--- src/design/rne_pkg.sv ---
// Shared types, constants and symbol tables for the Roman numeral encoder.
// No dependencies; used by the front, back and top-level modules.
`default_nettype none

package rne_pkg;

  localparam int unsigned ValueW   = 13;
  localparam int unsigned RemW     = 12;
  localparam int unsigned CharW    = 8;
  localparam int unsigned SymIdxW  = 4;
  localparam int unsigned SymCount = 13;
  localparam logic [ValueW-1:0] MaxValid = 13'd3999;
  localparam logic [CharW-1:0]  NoChar   = 8'h00;

  // queue word passed from front to back
  typedef struct packed {
    logic            err;
    logic [RemW-1:0] value;
  } entry_t;

  function automatic logic [RemW-1:0] sym_value(input logic [SymIdxW-1:0] idx);
    logic [RemW-1:0] v;
    case (idx)
      4'd0:    v = 12'd1000;
      4'd1:    v = 12'd900;
      4'd2:    v = 12'd500;
      4'd3:    v = 12'd400;
      4'd4:    v = 12'd100;
      4'd5:    v = 12'd90;
      4'd6:    v = 12'd50;
      4'd7:    v = 12'd40;
      4'd8:    v = 12'd10;
      4'd9:    v = 12'd9;
      4'd10:   v = 12'd5;
      4'd11:   v = 12'd4;
      4'd12:   v = 12'd1;
      default: v = 12'd1;
    endcase
    return v;
  endfunction

  function automatic logic [CharW-1:0] sym_first(input logic [SymIdxW-1:0] idx);
    logic [CharW-1:0] c;
    case (idx)
      4'd0:    c = "M";
      4'd1:    c = "C";
      4'd2:    c = "D";
      4'd3:    c = "C";
      4'd4:    c = "C";
      4'd5:    c = "X";
      4'd6:    c = "L";
      4'd7:    c = "X";
      4'd8:    c = "X";
      4'd9:    c = "I";
      4'd10:   c = "V";
      4'd11:   c = "I";
      4'd12:   c = "I";
      default: c = "I";
    endcase
    return c;
  endfunction

  // NoChar marks a single-letter symbol
  function automatic logic [CharW-1:0] sym_second(input logic [SymIdxW-1:0] idx);
    logic [CharW-1:0] c;
    case (idx)
      4'd1:    c = "M";
      4'd3:    c = "D";
      4'd5:    c = "C";
      4'd7:    c = "L";
      4'd9:    c = "X";
      4'd11:   c = "V";
      default: c = NoChar;
    endcase
    return c;
  endfunction

endpackage

`default_nettype wire

--- src/design/rne_if.sv ---
// Valid/ready channel interfaces for the Roman numeral encoder.
// Depends on rne_pkg for field widths.
`default_nettype none

interface rne_in_if;
  logic                                valid;
  logic                                ready;
  logic signed [rne_pkg::ValueW-1:0]   value;

  modport source (output valid, output value, input ready);
  modport sink   (input valid, input value, output ready);
endinterface

interface rne_out_if;
  logic                        valid;
  logic                        ready;
  logic [rne_pkg::CharW-1:0]   symbol_char;
  logic                        out_of_range;
  logic                        last_char;

  modport source (output valid, output symbol_char, output out_of_range,
                  output last_char, input ready);
  modport sink   (input valid, input symbol_char, input out_of_range,
                  input last_char, output ready);
endinterface

`default_nettype wire

--- src/design/rne_front.sv ---
// Front end: accepts input words, range-checks them and queues them
// in a two-entry FIFO. Depends on rne_pkg and rne_if.
`default_nettype none

module rne_front (
  input  wire logic           clk,
  input  wire logic           rst_n,
  rne_in_if.sink              in_ch,
  output rne_pkg::entry_t     q_data,
  output logic                q_valid,
  input  wire logic           q_pop
);

  rne_pkg::entry_t mem_r [2];
  logic            wr_ptr_r, wr_ptr_nxt;
  logic            rd_ptr_r, rd_ptr_nxt;
  logic [1:0]      count_r, count_nxt;
  logic            push;
  logic            pop;
  logic [rne_pkg::ValueW-1:0] raw;
  rne_pkg::entry_t classified;

  // negative values have a 13-bit pattern above MaxValid, so one compare rejects them
  assign raw              = in_ch.value;
  assign classified.err   = (raw == '0) || (raw > rne_pkg::MaxValid);
  assign classified.value = raw[rne_pkg::RemW-1:0];

  assign in_ch.ready = (count_r != 2'd2);
  assign push        = in_ch.valid && in_ch.ready;
  assign q_valid     = (count_r != 2'd0);
  assign pop         = q_pop && q_valid;
  assign q_data      = mem_r[rd_ptr_r];

  always_comb begin
    wr_ptr_nxt = push ? ~wr_ptr_r : wr_ptr_r;
    rd_ptr_nxt = pop ? ~rd_ptr_r : rd_ptr_r;
    count_nxt  = count_r;
    if (push && !pop) begin
      count_nxt = count_r + 2'd1;
    end else if (pop && !push) begin
      count_nxt = count_r - 2'd1;
    end
  end

  always_ff @(posedge clk) begin
    if (!rst_n) begin
      wr_ptr_r <= 1'b0;
      rd_ptr_r <= 1'b0;
      count_r  <= 2'd0;
    end else begin
      wr_ptr_r <= wr_ptr_nxt;
      rd_ptr_r <= rd_ptr_nxt;
      count_r  <= count_nxt;
    end
  end

  always_ff @(posedge clk) begin
    if (push) begin
      mem_r[wr_ptr_r] <= classified;
    end
  end

`ifndef SYNTHESIS
  a_count_bound: assert property (@(posedge clk) disable iff (!rst_n)
    count_r != 2'd3)
    else $error("front queue count out of range");
`endif

endmodule

`default_nettype wire

--- src/design/rne_back.sv ---
// Back end: pops queued words and emits the numeral one character per cycle
// while the output is not stalled, through an output register. Depends on rne_pkg and rne_if.
`default_nettype none

module rne_back (
  input  wire logic           clk,
  input  wire logic           rst_n,
  input  wire rne_pkg::entry_t q_data,
  input  wire logic           q_valid,
  output logic                q_pop,
  rne_out_if.source           out_ch
);

  logic                          busy_r, busy_nxt;
  logic [rne_pkg::RemW-1:0]      rem_r, rem_nxt;
  logic [rne_pkg::SymIdxW-1:0]   sym_r, sym_nxt;
  logic                          pend_r, pend_nxt;
  logic                          oval_r, oval_nxt;
  logic [rne_pkg::CharW-1:0]     ochar_r, ochar_nxt;
  logic                          oerr_r, oerr_nxt;
  logic                          olast_r, olast_nxt;
  logic                          emit_ok;
  logic [rne_pkg::SymIdxW-1:0]   pick;
  logic [rne_pkg::RemW-1:0]      diff;

  assign emit_ok = !oval_r || out_ch.ready;
  assign q_pop   = q_valid && !busy_r && emit_ok;

  // largest symbol that fits: parallel compares, lowest index wins
  always_comb begin
    pick = rne_pkg::SymIdxW'(rne_pkg::SymCount - 1);
    for (int i = rne_pkg::SymCount - 1; i >= 0; i--) begin
      if (rem_r >= rne_pkg::sym_value(rne_pkg::SymIdxW'(i))) begin
        pick = rne_pkg::SymIdxW'(i);
      end
    end
  end

  assign diff = rem_r - rne_pkg::sym_value(pend_r ? sym_r : pick);

  always_comb begin
    busy_nxt  = busy_r;
    rem_nxt   = rem_r;
    sym_nxt   = sym_r;
    pend_nxt  = pend_r;
    oval_nxt  = oval_r;
    ochar_nxt = ochar_r;
    oerr_nxt  = oerr_r;
    olast_nxt = olast_r;
    if (emit_ok) begin
      oval_nxt = 1'b0;
      if (busy_r) begin
        oval_nxt = 1'b1;
        oerr_nxt = 1'b0;
        if (pend_r) begin
          ochar_nxt = rne_pkg::sym_second(sym_r);
          pend_nxt  = 1'b0;
          rem_nxt   = diff;
          olast_nxt = (diff == '0);
        end else begin
          ochar_nxt = rne_pkg::sym_first(pick);
          sym_nxt   = pick;
          if (rne_pkg::sym_second(pick) != rne_pkg::NoChar) begin
            pend_nxt  = 1'b1;
            olast_nxt = 1'b0;
          end else begin
            rem_nxt   = diff;
            olast_nxt = (diff == '0);
          end
        end
        if (olast_nxt) begin
          busy_nxt = 1'b0;
        end
      end else if (q_pop) begin
        if (q_data.err) begin
          oval_nxt  = 1'b1;
          ochar_nxt = rne_pkg::NoChar;
          oerr_nxt  = 1'b1;
          olast_nxt = 1'b1;
        end else begin
          busy_nxt = 1'b1;
          rem_nxt  = q_data.value;
          pend_nxt = 1'b0;
        end
      end
    end
  end

  always_ff @(posedge clk) begin
    if (!rst_n) begin
      busy_r <= 1'b0;
      pend_r <= 1'b0;
      oval_r <= 1'b0;
    end else begin
      busy_r <= busy_nxt;
      pend_r <= pend_nxt;
      oval_r <= oval_nxt;
    end
  end

  always_ff @(posedge clk) begin
    rem_r   <= rem_nxt;
    sym_r   <= sym_nxt;
    ochar_r <= ochar_nxt;
    oerr_r  <= oerr_nxt;
    olast_r <= olast_nxt;
  end

  assign out_ch.valid        = oval_r;
  assign out_ch.symbol_char  = ochar_r;
  assign out_ch.out_of_range = oerr_r;
  assign out_ch.last_char    = olast_r;

`ifndef SYNTHESIS
  a_pend_busy: assert property (@(posedge clk) disable iff (!rst_n)
    pend_r |-> busy_r)
    else $error("second letter pending while idle");

  a_busy_rem: assert property (@(posedge clk) disable iff (!rst_n)
    busy_r |-> (rem_r != '0))
    else $error("engine busy with nothing left");

  a_err_last: assert property (@(posedge clk) disable iff (!rst_n)
    (oval_r && oerr_r) |-> (olast_r && (ochar_r == rne_pkg::NoChar)))
    else $error("error word not a single last word");

  a_pend_clear: assert property (@(posedge clk) disable iff (!rst_n)
    (pend_r && emit_ok) |=> !pend_r)
    else $error("second letter not emitted");
`endif

endmodule

`default_nettype wire

--- src/design/roman_numeral_encoder_unit.sv ---
// Roman numeral encoder top level: in-range value of n characters occupies the
// back-end sequencer for a load step, then one character per cycle while the
// output is not stalled; an out-of-range value gives a single error word. An
// accepted in-range word is queued, loaded by the sequencer, then emitted via the
// output register. A two-word queue decouples input acceptance from emission.
// Reset: synchronous active-low rst_n clears queue and sequencer control.
`default_nettype none

module roman_numeral_encoder_unit (
  input  wire logic   clk,
  input  wire logic   rst_n,
  rne_in_if.sink      in_ch,
  rne_out_if.source   out_ch
);

  rne_pkg::entry_t q_data;
  logic            q_valid;
  logic            q_pop;

  rne_front u_front (
    .clk     (clk),
    .rst_n   (rst_n),
    .in_ch   (in_ch),
    .q_data  (q_data),
    .q_valid (q_valid),
    .q_pop   (q_pop)
  );

  rne_back u_back (
    .clk     (clk),
    .rst_n   (rst_n),
    .q_data  (q_data),
    .q_valid (q_valid),
    .q_pop   (q_pop),
    .out_ch  (out_ch)
  );

endmodule

`default_nettype wire
--- src/flat_wrapper.sv ---
// flat-port wrapper written by rule: the top's interface ports become plain ports
module roman_numeral_encoder_unit_flat 
  (clk, rst_n, in_ch_valid, in_ch_value, in_ch_ready, out_ch_valid, out_ch_symbol_char, out_ch_out_of_range, out_ch_last_char, out_ch_ready);
  rne_in_if in_ch_i ();
  rne_out_if out_ch_i ();
  input  wire logic clk;
  input  wire logic rst_n;
  input wire logic [$bits(in_ch_i.valid)-1:0] in_ch_valid;
  input wire logic [$bits(in_ch_i.value)-1:0] in_ch_value;
  output wire logic [$bits(in_ch_i.ready)-1:0] in_ch_ready;
  output wire logic [$bits(out_ch_i.valid)-1:0] out_ch_valid;
  output wire logic [$bits(out_ch_i.symbol_char)-1:0] out_ch_symbol_char;
  output wire logic [$bits(out_ch_i.out_of_range)-1:0] out_ch_out_of_range;
  output wire logic [$bits(out_ch_i.last_char)-1:0] out_ch_last_char;
  input wire logic [$bits(out_ch_i.ready)-1:0] out_ch_ready;
  assign in_ch_i.valid = in_ch_valid;
  assign in_ch_i.value = in_ch_value;
  assign in_ch_ready = in_ch_i.ready;
  assign out_ch_valid = out_ch_i.valid;
  assign out_ch_symbol_char = out_ch_i.symbol_char;
  assign out_ch_out_of_range = out_ch_i.out_of_range;
  assign out_ch_last_char = out_ch_i.last_char;
  assign out_ch_i.ready = out_ch_ready;
  roman_numeral_encoder_unit u_core (.clk(clk), .rst_n(rst_n), .in_ch(in_ch_i), .out_ch(out_ch_i));
endmodule
--- config.mk ---
export PLATFORM = sky130hd
export DESIGN_NAME = roman_numeral_encoder_unit_flat
export DESIGN_NICKNAME = d
export VERILOG_FILES = /design/src/design/rne_pkg.sv /design/src/design/rne_if.sv /design/src/design/rne_front.sv /design/src/design/rne_back.sv /design/src/design/roman_numeral_encoder_unit.sv /design/src/flat_wrapper.sv
export SDC_FILE = /design/constraint.sdc
export NUM_CORES = 1
export LEC_CHECK = 0
export BUFFER_PORTS_ARGS = -buffer_cell sky130_fd_sc_hd__buf_2
export CAP_MARGIN = 10
export CORE_MARGIN = 2
export CORE_UTILIZATION = 55
export DETAILED_ROUTE_END_ITERATION = 10
export GPL_TIMING_DRIVEN = 0
export PLACE_DENSITY_LB_ADDON = 0.15
export SETUP_SLACK_MARGIN = 0.02
export SLEW_MARGIN = 0
export SYNTH_ARGS = -nofsm -noshare
export SYNTH_HDL_FRONTEND = slang
export SYNTH_SLANG_ARGS = --single-unit
--- constraint.sdc ---
create_clock -name clk -period 11.9 [get_ports clk]
set_input_delay 0.595 -clock clk [delete_from_list [all_inputs] [get_ports clk]]
set_output_delay 0.595 -clock clk [all_outputs]
set_load 0.05 [all_outputs]
# [Yosys cells after proc, flatten, opt, wreduce, memory -nomap -nowiden]
# Memory sizes are Yosys's and may differ from the RTL's. A register that Yosys moved wholly into a read port is not among the register bits.
# Cells that the tools add are included.
[op_classes] n_addsub=3 n_lt_le_gt_ge=13 n_eq_ne=15 muxes=52 n_bitwise=2 reduce_logical=23
[ops] op="$pmux 7 s6" count=2
[ops] op="$mux 12" count=5
[ops] op="$mux 8" count=7
[ops] op="$mux 4" count=12
[ops] op="$ge 12x10->1 const B" count=2
[ops] op="$ge 12x3->1 const B" count=2
[ops] op="$ge 12x4->1 const B" count=2
[ops] op="$ge 12x6->1 const B" count=2
[ops] op="$ge 12x7->1 const B" count=2
[ops] op="$ge 12x9->1 const B" count=2
[ops] op="$mux 1" count=23
[ops] op="$eq 4x3->1 const B" count=4
[ops] op="$eq 4x4->1 const B" count=4
[ops] op="$gt 13x12->1 const B" count=1
[ops] op="$logic_not 13->1" count=1
[ops] op="$logic_not 12->1" count=1
[ops] op="$sub 12x12->12" count=1
[ops] op="$eq 4x1->1 const B" count=2
[ops] op="$eq 4x2->1 const B" count=2
[ops] op="$reduce_bool 2->1" count=4
[ops] op="$reduce_bool 8->1" count=1
[ops] op="$logic_and 1x1->1" count=6
[ops] op="$reduce_and 3->1" count=2
[ops] op="$logic_not 1->1" count=4
[ops] op="other kinds (10)" count=14
[word_totals] register_bits=33 ram_bits=26 rom_bits=240 input_bits=17 wordCells=122 memories=3
[memory_table] name="(no name shown)" depth=16 word_bits=10 read_ports=1 rd_ports_with_merged_regs=0 write_ports=0 line="rne_pkg.sv:23" text="case (idx)"
[memory_table] name="(no name shown)" depth=16 word_bits=5 read_ports=1 rd_ports_with_merged_regs=0 write_ports=0 line="rne_pkg.sv:44" text="case (idx)"
[memory_table] name="u_core.u_front.mem_r" depth=2 word_bits=13 read_ports=1 rd_ports_with_merged_regs=1 write_ports=1 line="rne_front.sv:14" text="rne_pkg::entry_t mem_r [2];"

# [Logic depth before layout (Yosys ltp)]
# Gate-level depths: netlist (run 1).
[logic_depth] depth_word=25 depth_mapped=20

# [Cells and area by module]
# Synthesis (run 1) repeated with hierarchy kept, for this count alone.
[hier_totals] hier_cells=338 hier_area_um2=3559.7
[modules_own_cells] mod="rne_back" n_inst=1 cells_each=266 area_each_um2=2338.5 seq_area_each_um2=780.7
[modules_own_cells] mod="rne_front" n_inst=1 cells_each=72 area_each_um2=1221.2 seq_area_each_um2=880.8

# [Worst setup path before layout (run 1)]
# OpenSTA, ideal clock, no wires.
[synth_timing] path_kind="register -> register" start="register u_core.u_back.rem_r[11] (netlist bit)" end="register u_core.u_back.olast_r (netlist: u_core.u_back.out_ch.last_char), data pin" setup_time_ns=0.135 t_arrival_ns=4.450 t_required_ns=11.765 path_slack_ns=7.314 stages_incl_launch_ff=19 n_path_buf=0 cell_sequence="edfxtp_1 -> nor3_2 -> o211ai_1 -> a21oi_1 -> nor2_1 -> nor3_4 -> nand2_1 -> and2_1 -> ha_1 -> o31ai_1 -> inv_1 -> ha_1 -> nor2b_4 -> o31ai_2 -> and2b_1 -> xnor2_1 -> or4_4 -> a2111oi_2 -> nand2b_1"
[synth_between] elab_chain_cells=24 word_cells_on_any_way=44 classes_between="add/sub (1); order compare (12); eq/ne (6); mux (22); reduce/logical (2); memory (1)"
[synth_rtl] item="from (decl)" line="rne_back.sv:15" text="logic [rne_pkg::RemW-1:0] rem_r, rem_nxt;"
[synth_rtl] item="from (signal assigned)" line="rne_back.sv:102" text="rem_r <= rem_nxt;"
[synth_rtl] item="branches (longest 20 deep; another with $ge 12x3->1)"
[synth_rtl] item="$mux 1 *" line="rne_back.sv:55" text="if (pend_r) begin"
[synth_rtl] item="$mux 1 *" line="rne_back.sv:52" text="if (busy_r) begin"
[synth_rtl] item="$mux 1 *" line="rne_back.sv:50" text="if (emit_ok) begin"
[synth_rtl] item="$mux 1 *" line="rne_back.sv:52"
[synth_rtl] item="to (signal assigned)" line="rne_back.sv:106" text="olast_r <= olast_nxt;"
[synth_rtl] item="to (decl)" line="rne_back.sv:21" text="logic olast_r, olast_nxt;"
# Mark *: on every way between the ends. The select of a mux whose other input is x is not followed.
# A chain may end at the register's enable or synchronous reset.

# [Worst setup path after layout (run 1)]
# Ends and elaborated chain as after synthesis.

==> results of run 1 <==
==> how the worst max path moves through the flow <==
stage | to | slack, ps | start | cells after the start
2_1_floorplan | u_core.u_back.out_ch.last_char$_SDFFCE_PN1P_ | 7310 | u_core.u_back.rem_r[11]$_DFFE_PP_ | 18
3_3_place_gp | u_core.u_back.out_ch.last_char$_SDFFCE_PN1P_ | 6540 | u_core.u_back.rem_r[11]$_DFFE_PP_ | 18
3_5_place_dp | u_core.u_back.out_ch.last_char$_SDFFCE_PN1P_ | 6480 | u_core.u_back.rem_r[11]$_DFFE_PP_ | 18
4_1_cts | u_core.u_back.out_ch.last_char$_SDFFCE_PN1P_ | 6450 | u_core.u_back.rem_r[11]$_DFFE_PP_ | 18
5_1_grt | u_core.u_back.out_ch.last_char$_SDFFCE_PN1P_ | 5950 | u_core.u_back.rem_r[11]$_DFFE_PP_ | 18
6_report | u_core.u_back.out_ch.last_char$_SDFFCE_PN1P_ | 6390 | u_core.u_back.rem_r[11]$_DFFE_PP_ | 18
==> layout by cell type, fill, tap and decap left out, types with 3 or more instances in the layout <==
master    instances
clkbuf_8         10
o21ai_0          15
nor4_1            6
xor2_1            3
clkbuf_1          7
and2_1            6
a211oi_1         10
clkinv_2          3
buf_2            28
nand2_1          26
mux2i_1           8
o31ai_1           4
ha_1             13
or3_1             3
xnor2_1           6
inv_1            14
nor3_1            4
o211ai_1          3
nor2b_1          13
a31oi_1           7
nor2_1           26
a21o_1            3
a211o_1           3
nand4_1           4
a21oi_1          25
nand2b_1          6
nand3_1           6
a21boi_0          3
dfxtp_1           8
o21a_1            7
edfxtp_1         50
==> logic make-up after synthesis <==
family	count (synthesis)
AO/OA/AOI/OAI	100
XOR/XNOR	9
adder cells (fa/ha/maj)	14
buffers and inverters	27
flip-flops	58
multiplexers	9
other	1
AND/OR/NAND/NOR	117
==> cell usage after synthesis, types with 2 or more instances <==
cell	instances
o22ai_1	2
edfxtp_1	50
nand4_1	4
o31ai_1	4
a211o_1	3
nor2b_1	13
a211oi_1	10
and2_1	6
a31oi_1	7
o311ai_0	2
and3_1	2
o21ai_0	15
a21o_1	3
nor3_1	4
xor2_1	3
o211ai_1	3
ha_1	13
nor4_1	6
inv_1	14
nor2_1	26
buf_2	2
nand2b_1	6
or3_1	3
a21boi_0	3
xnor2_1	6
clkbuf_1	6
nand2_1	26
o21a_1	7
nand3_1	6
nor3b_1	2
mux2i_1	8
nand4b_1	2
a21oi_1	25
nor3_4	2
dfxtp_1	8
buf_4	2
==> cell type report <==
class / instances / area share, %
Buffer: 12 / 1.611
Clock inverter: 5 / 1.385
Tap cell: 75 / 2.416
Clock buffer: 11 / 3.640
Inverter: 15 / 1.450
Sequential cell: 58 / 42.78
Timing Repair Buffer: 26 / 3.351
Multi-Input combinational cell: 251 / 43.36
==> layer usage <==
layer	global-route usage (%)	up-vias	share of wire (%)
met5	0	-	0
met4	7.750	0	0.97
met3	3.877	7	3.8
met1	27.46	1267	45
met2	34.90	73	50
li1	-	1344	-
==> worst register-to-register path, stage by stage (launching register included) <==
cell       delay, ps
edfxtp_1         480
nor3_2           440
o211ai_1         230
a21oi_1          300
nor2_1           160
nor3_4           380
nand2_1          150
and2_1           180
ha_1             350
o31ai_1          440
inv_1             90
ha_1             290
nor2b_4          130
o31ai_2          360
a2111oi_0        190
nor3b_1          420
nand4_1          240
a2111oi_2        380
nand2b_1         160
==> sequential cells by signal (all words and copies together) (netlist names), named ones only <==
| signal | flops |
|---|---|
| u_core.u_back.sym_r | 4 |
| u_core.u_front.rd_ptr_r | 1 |
| u_core.u_front.count_r | 2 |
| u_core.u_back.out_ch.last_char | 1 |
| u_core.u_back.out_ch.out_of_range | 1 |
| u_core.u_front.mem_r | 26 |
| u_core.u_back.out_ch.symbol_char | 6 |
| u_core.u_back.rem_r | 12 |
| u_core.u_front.wr_ptr_r | 1 |
| u_core.u_back.busy_r | 1 |
| u_core.u_back.out_ch.valid | 1 |
| u_core.u_back.pend_r | 1 |
==> through the flow <==
stage / cells / util, %
4_1_cts: 453 / 64.83
6_report: 453 / 64.83
3_5_place_dp: 437 / 61.57
3_3_place_gp: 437 / 61.57
5_1_grt: 453 / 64.83
2_1_floorplan: 336 / -
==> qor.yml, run 1 <==
yosys:
  synthAdderAreaFrac_pct: 5.278
  ys_types: 67
  synth_area_leader_cell: "edfxtp_1"
  netlist_instances: 335
  synthesis.area_mm2: 0.003461
  synth_compound_area_share_pct: 19.52
  synthMuxAreaShare_pct: 2.639
  synth_edf_count: 50
  synth_xor_area_share_pct: 2.278
  async_flop_share_pct: 0
  yosysWarnings: 0
  synth-seq-area-share_pct: 48.01
  synth_area_leaders: "edfxtp_1 (43%), ha_1 (4.7%), dfxtp_1 (4.6%), a21oi_1 (3.6%), nand2_1 (2.8%)"
  synth-simple-area-share_pct: 18.73
  synth_seq_cells: 58
  avgSynthCellArea_um2: 10.33
  synth_top_family_by_area: "compound AO/OA/AOI/OAI gates"
  synth_top_area_share_pct: 43.38
  synth-main-ff-cell: "edfxtp_1"
finish:
  final_area_mm2: 0.003884
  insertedDiodeCount: 0
  area_delta_synth_final_pct: 12.22
  multi_input_area_mm2: 0.001684
  nFillCells: 486
  nets: 404
  regArea_mm2: 0.001662
  drive_gt1_share_pct: 15.08
worst_setup_path:
  cp-start-kind: "flop"
  r2r_cells: 18
  path_class: "flop to flop"
  crit_chain: "nor3_2 -> o211ai_1 -> a21oi_1 -> nor2_1 -> nor3_4 -> nand2_1 -> and2_1 -> ha_1 -> o31ai_1 -> inv_1 -> ha_1 -> nor2b_4 -> o31ai_2 -> a2111oi_0 -> nor3b_1 -> nand4_1 -> a2111oi_2 -> nand2b_1"
  cp_slowest_cell: "edfxtp_1"
  r2r_slack_ps: 6390
  r2r_end: "u_core.u_back.out_ch.last_char$_SDFFCE_PN1P_"
  crit_path_end_kind: "flop"
  worstPathMaxFanout: 7
  r2r_start: "u_core.u_back.rem_r[11]$_DFFE_PP_"
  cpLargestDelayFamily: "simple AND/OR/NAND/NOR gates"
  slowest_delay_ps: 480
  cp.arrival_ps: 5700
  cp_num_buf_inv: 1
  required_ps: 12090
  critPathMostFrequentCell: "ha_1"
timing:
  tns_ps: 0
  hold_violations: 0
  worst_pin_slew_ps: 1127
  fin_ws_ps: 6385
  post-route-min-period_ps: 5515
  rsz0062_at_grt: "false"
  holdWs_ps: 473.7
  maxSlewHeadroom_pct: 24.57
  finalSetupViolCount: 0
  skew_ps: 8.373
  finalMaxSlewViolations: 0
  fin_crit_sh_pct: 46.34
  fmax_mhz: 181.3
drt:
  drtAntennaViolNets: 0
  num_vias: 2691
  first_iter_violations: 214
  wl_um: 7044
  wire_per_inst_um: 15.55
  drc: 0
  drt_pass1_iterations: 4
  viasPerCell: 5.940
floorplanning:
  core-area_mm2: 0.005991
  ios: 29
  rows: 28
  die_x_um: 83.33
  start_util_pct: 57.77
  die-area_mm2: 0.006943
  dieHeight_um: 83.33
placed_design:
  gp_congestion: 0.8333
  place_area_mm2: 0.003689
  dp_hpwl_um: 5278
  portBuffers: 26
  place_ws_ps: 6483
clock_network:
  post_cts_resized: 0
  cts_setup_buffers: 0
  cts_tree: "done"
  insertion_delay_ps: 320
  cts_max_level: 3
  cts_hold_buffers: 0
  numCtsBuffers: 9
  cts_root_buffer: "clkbuf_8"
  clockBufferDepth: 2
  clock_sinks: 58
  clk_pin_slew_ps: 70
worst_hold_path:
  hold_depth: 1
  min-delay-path-class: "input pin to flop"
  min_from: "in_ch_value[1]"
  min_to: "u_core.u_front.mem_r[0][1]$_DFFE_PP_"
global_route:
  grt_pass1_wl_um: 11680
  first_global_vias: 2515
  grt_usage_pct: 20.99
  grt-ovfl-total: 0
  grt_start_max_net_pins: 15
  antenna_found_initial: 0
run_status:
  status: "complete, no violations"
run:
  maxCapViolCount: 0
Power of run 1 is not shown: default switching activity piles up to over one toggle a cycle in this logic, so the estimate is an artifact.
==> run 2: changes to the inputs <==
clock period = 5.1 ns   (was 11.9 ns; I/O delays follow)
==> run 2 against run 1 <==
- core utilization is 3.0 points higher
- worst hold slack worse by 340 ps
- cell count rose by 3.5%
- highest routed layer unchanged
- clock-buffer cell count unchanged
- non-clock buffer count up 16
==> qor.yml, run 2 (same netlist as run 1, synthesis figures left out) <==
drt:
  drt_pass1_iterations: 5
  wl_um: 7521
  viasPerCell: 5.972
  num_vias: 2801
  wire_per_inst_um: 16.04
  drtAntennaViolNets: 0
  first_iter_violations: 306
  drc: 0
worst_setup_path:
  cp.arrival_ps: 5000
  r2r_cells: 19
  required_ps: 5290
  r2r_end: "u_core.u_back.out_ch.last_char$_SDFFCE_PN1P_"
  crit_path_end_kind: "flop"
  r2r_slack_ps: 290
  r2r_start: "u_core.u_back.rem_r[3]$_DFFE_PP_"
  path_class: "flop to flop"
  cp-start-kind: "flop"
  worstPathMaxFanout: 5
floorplanning:
  dieHeight_um: 83.33
  die_x_um: 83.33
  rows: 28
  ios: 29
  start_util_pct: 57.77
  core-area_mm2: 0.005991
  die-area_mm2: 0.006943
clock_network:
  numCtsBuffers: 9
  clockBufferDepth: 2
  cts_tree: "done"
  clk_pin_slew_ps: 70
  insertion_delay_ps: 320
  cts_hold_buffers: 0
  clock_sinks: 58
  cts_max_level: 3
  cts_root_buffer: "clkbuf_8"
global_route:
  first_global_vias: 2528
  antenna_found_initial: 0
  grt_pass1_wl_um: 11830
  grt-ovfl-total: 0
  grt_usage_pct: 21.34
  grt_start_max_net_pins: 15
finish:
  final_common_cell: "edfxtp_1"
  nets: 420
  largest_reg_flops: 26
  nFillCells: 465
  regMostFlops: "u_core.u_front.mem_r"
  final_cell_mix: "edfxtp_1 (50), buf_2 (28), nand2_1 (26)"
  regArea_mm2: 0.001662
  area_delta_synth_final_pct: 17.39
  insertedDiodeCount: 0
  drive_gt1_share_pct: 20.30
  multi_input_area_mm2: 0.001748
timing:
  tns_ps: 0
  hold_violations: 0
  fmax_mhz: 208.0
  maxSlewHeadroom_pct: 24.49
  finalSetupViolCount: 0
  skew_ps: 7.863
  post-route-min-period_ps: 4807
  finalMaxSlewViolations: 0
  fin_crit_sh_pct: 94.25
  worst_pin_slew_ps: 1128
placed_design:
  dp_hpwl_um: 5278
  portBuffers: 26
  gp_congestion: 0.8333
worst_hold_path:
  min_from: "in_ch_value[1]"
  hold_depth: 1
  min_to: "u_core.u_front.mem_r[0][1]$_DFFE_PP_"
  min-delay-path-class: "input pin to flop"
run_status:
  status: "complete, no violations"
run:
  maxCapViolCount: 0
-- run 2: final cells by class --
cell class              instances  share of cell area, %
clock inverters                 5                  1.324
flip-flops and latches         58                  40.90
repair buffers                 42                  6.036
plain buffers                  12                  1.540
inverters                      15                  1.386
well taps                      75                  2.310
clock buffers                  11                  3.480
multi-input cells             251                  43.02
-- run 2: metal layers --
| layer | vias to the layer above | wire [um] | track usage, % |
|---|---|---|---|
| met5 | - | 0 | 0 |
| met1 | 1316 | 3243 | 27.74 |
| li1 | 1372 | - | - |
| met3 | 10 | 392 | 3.877 |
| met4 | 0 | 97 | 7.750 |
| met2 | 103 | 3787 | 35.78 |
-- run 2: stage by stage --
stage / area, um2 / std cells / hold WS [ps] / setup slack (ps) / util, %
after detailed placement: 3689 / 437 / 464.2 / -317.4 / 61.57
after CTS: 3911 / 454 / 120.4 / 37.67 / 65.29
after floorplan: 3465 / 336 / 353.9 / 514.3 / -
final: 4063 / 469 / 132.2 / 293.5 / 67.82
after global routing: 4063 / 469 / 119.4 / -118.9 / 67.82
after global placement: 3689 / 437 / 457.4 / -257.8 / 61.57
-- run 2: timing repair --
item                       4_1_cts  5_1_grt
pin swaps                        1        3
setup endpoints to repair        2        2
buffers inserted                 1       15
gates resized for setup          3       10
-- run 2: worst max-delay path, stage by stage, from the launching register on --
cell,delay [ps]
edfxtp_1,480
buf_4,180
nor4bb_1,250
a31oi_1,60
o21ai_0,200
a21boi_1,170
nor3_4,240
nand2_1,110
and2_1,180
ha_2,380
a21oi_1,80
ha_1,240
fa_1,420
nor2b_1,160
o211ai_1,130
a21boi_1,180
xor2_1,130
or4_4,570
a2111oi_4,340
nand2b_1,150
-- run 2: worst max path at each step --
stage                     slack, ps                               from                                      endpoint
after floorplan                 510  u_core.u_back.rem_r[11]$_DFFE_PP_  u_core.u_back.out_ch.last_char$_SDFFCE_PN1P_
after global placement         -260  u_core.u_back.rem_r[11]$_DFFE_PP_  u_core.u_back.out_ch.last_char$_SDFFCE_PN1P_
after detailed placement       -320  u_core.u_back.rem_r[11]$_DFFE_PP_  u_core.u_back.out_ch.last_char$_SDFFCE_PN1P_
after CTS                        40  u_core.u_back.rem_r[11]$_DFFE_PP_  u_core.u_back.out_ch.last_char$_SDFFCE_PN1P_
after global routing           -120   u_core.u_back.rem_r[4]$_DFFE_PP_  u_core.u_back.out_ch.last_char$_SDFFCE_PN1P_
final                           290   u_core.u_back.rem_r[3]$_DFFE_PP_  u_core.u_back.out_ch.last_char$_SDFFCE_PN1P_
Power of run 2 is left out for the same reason.
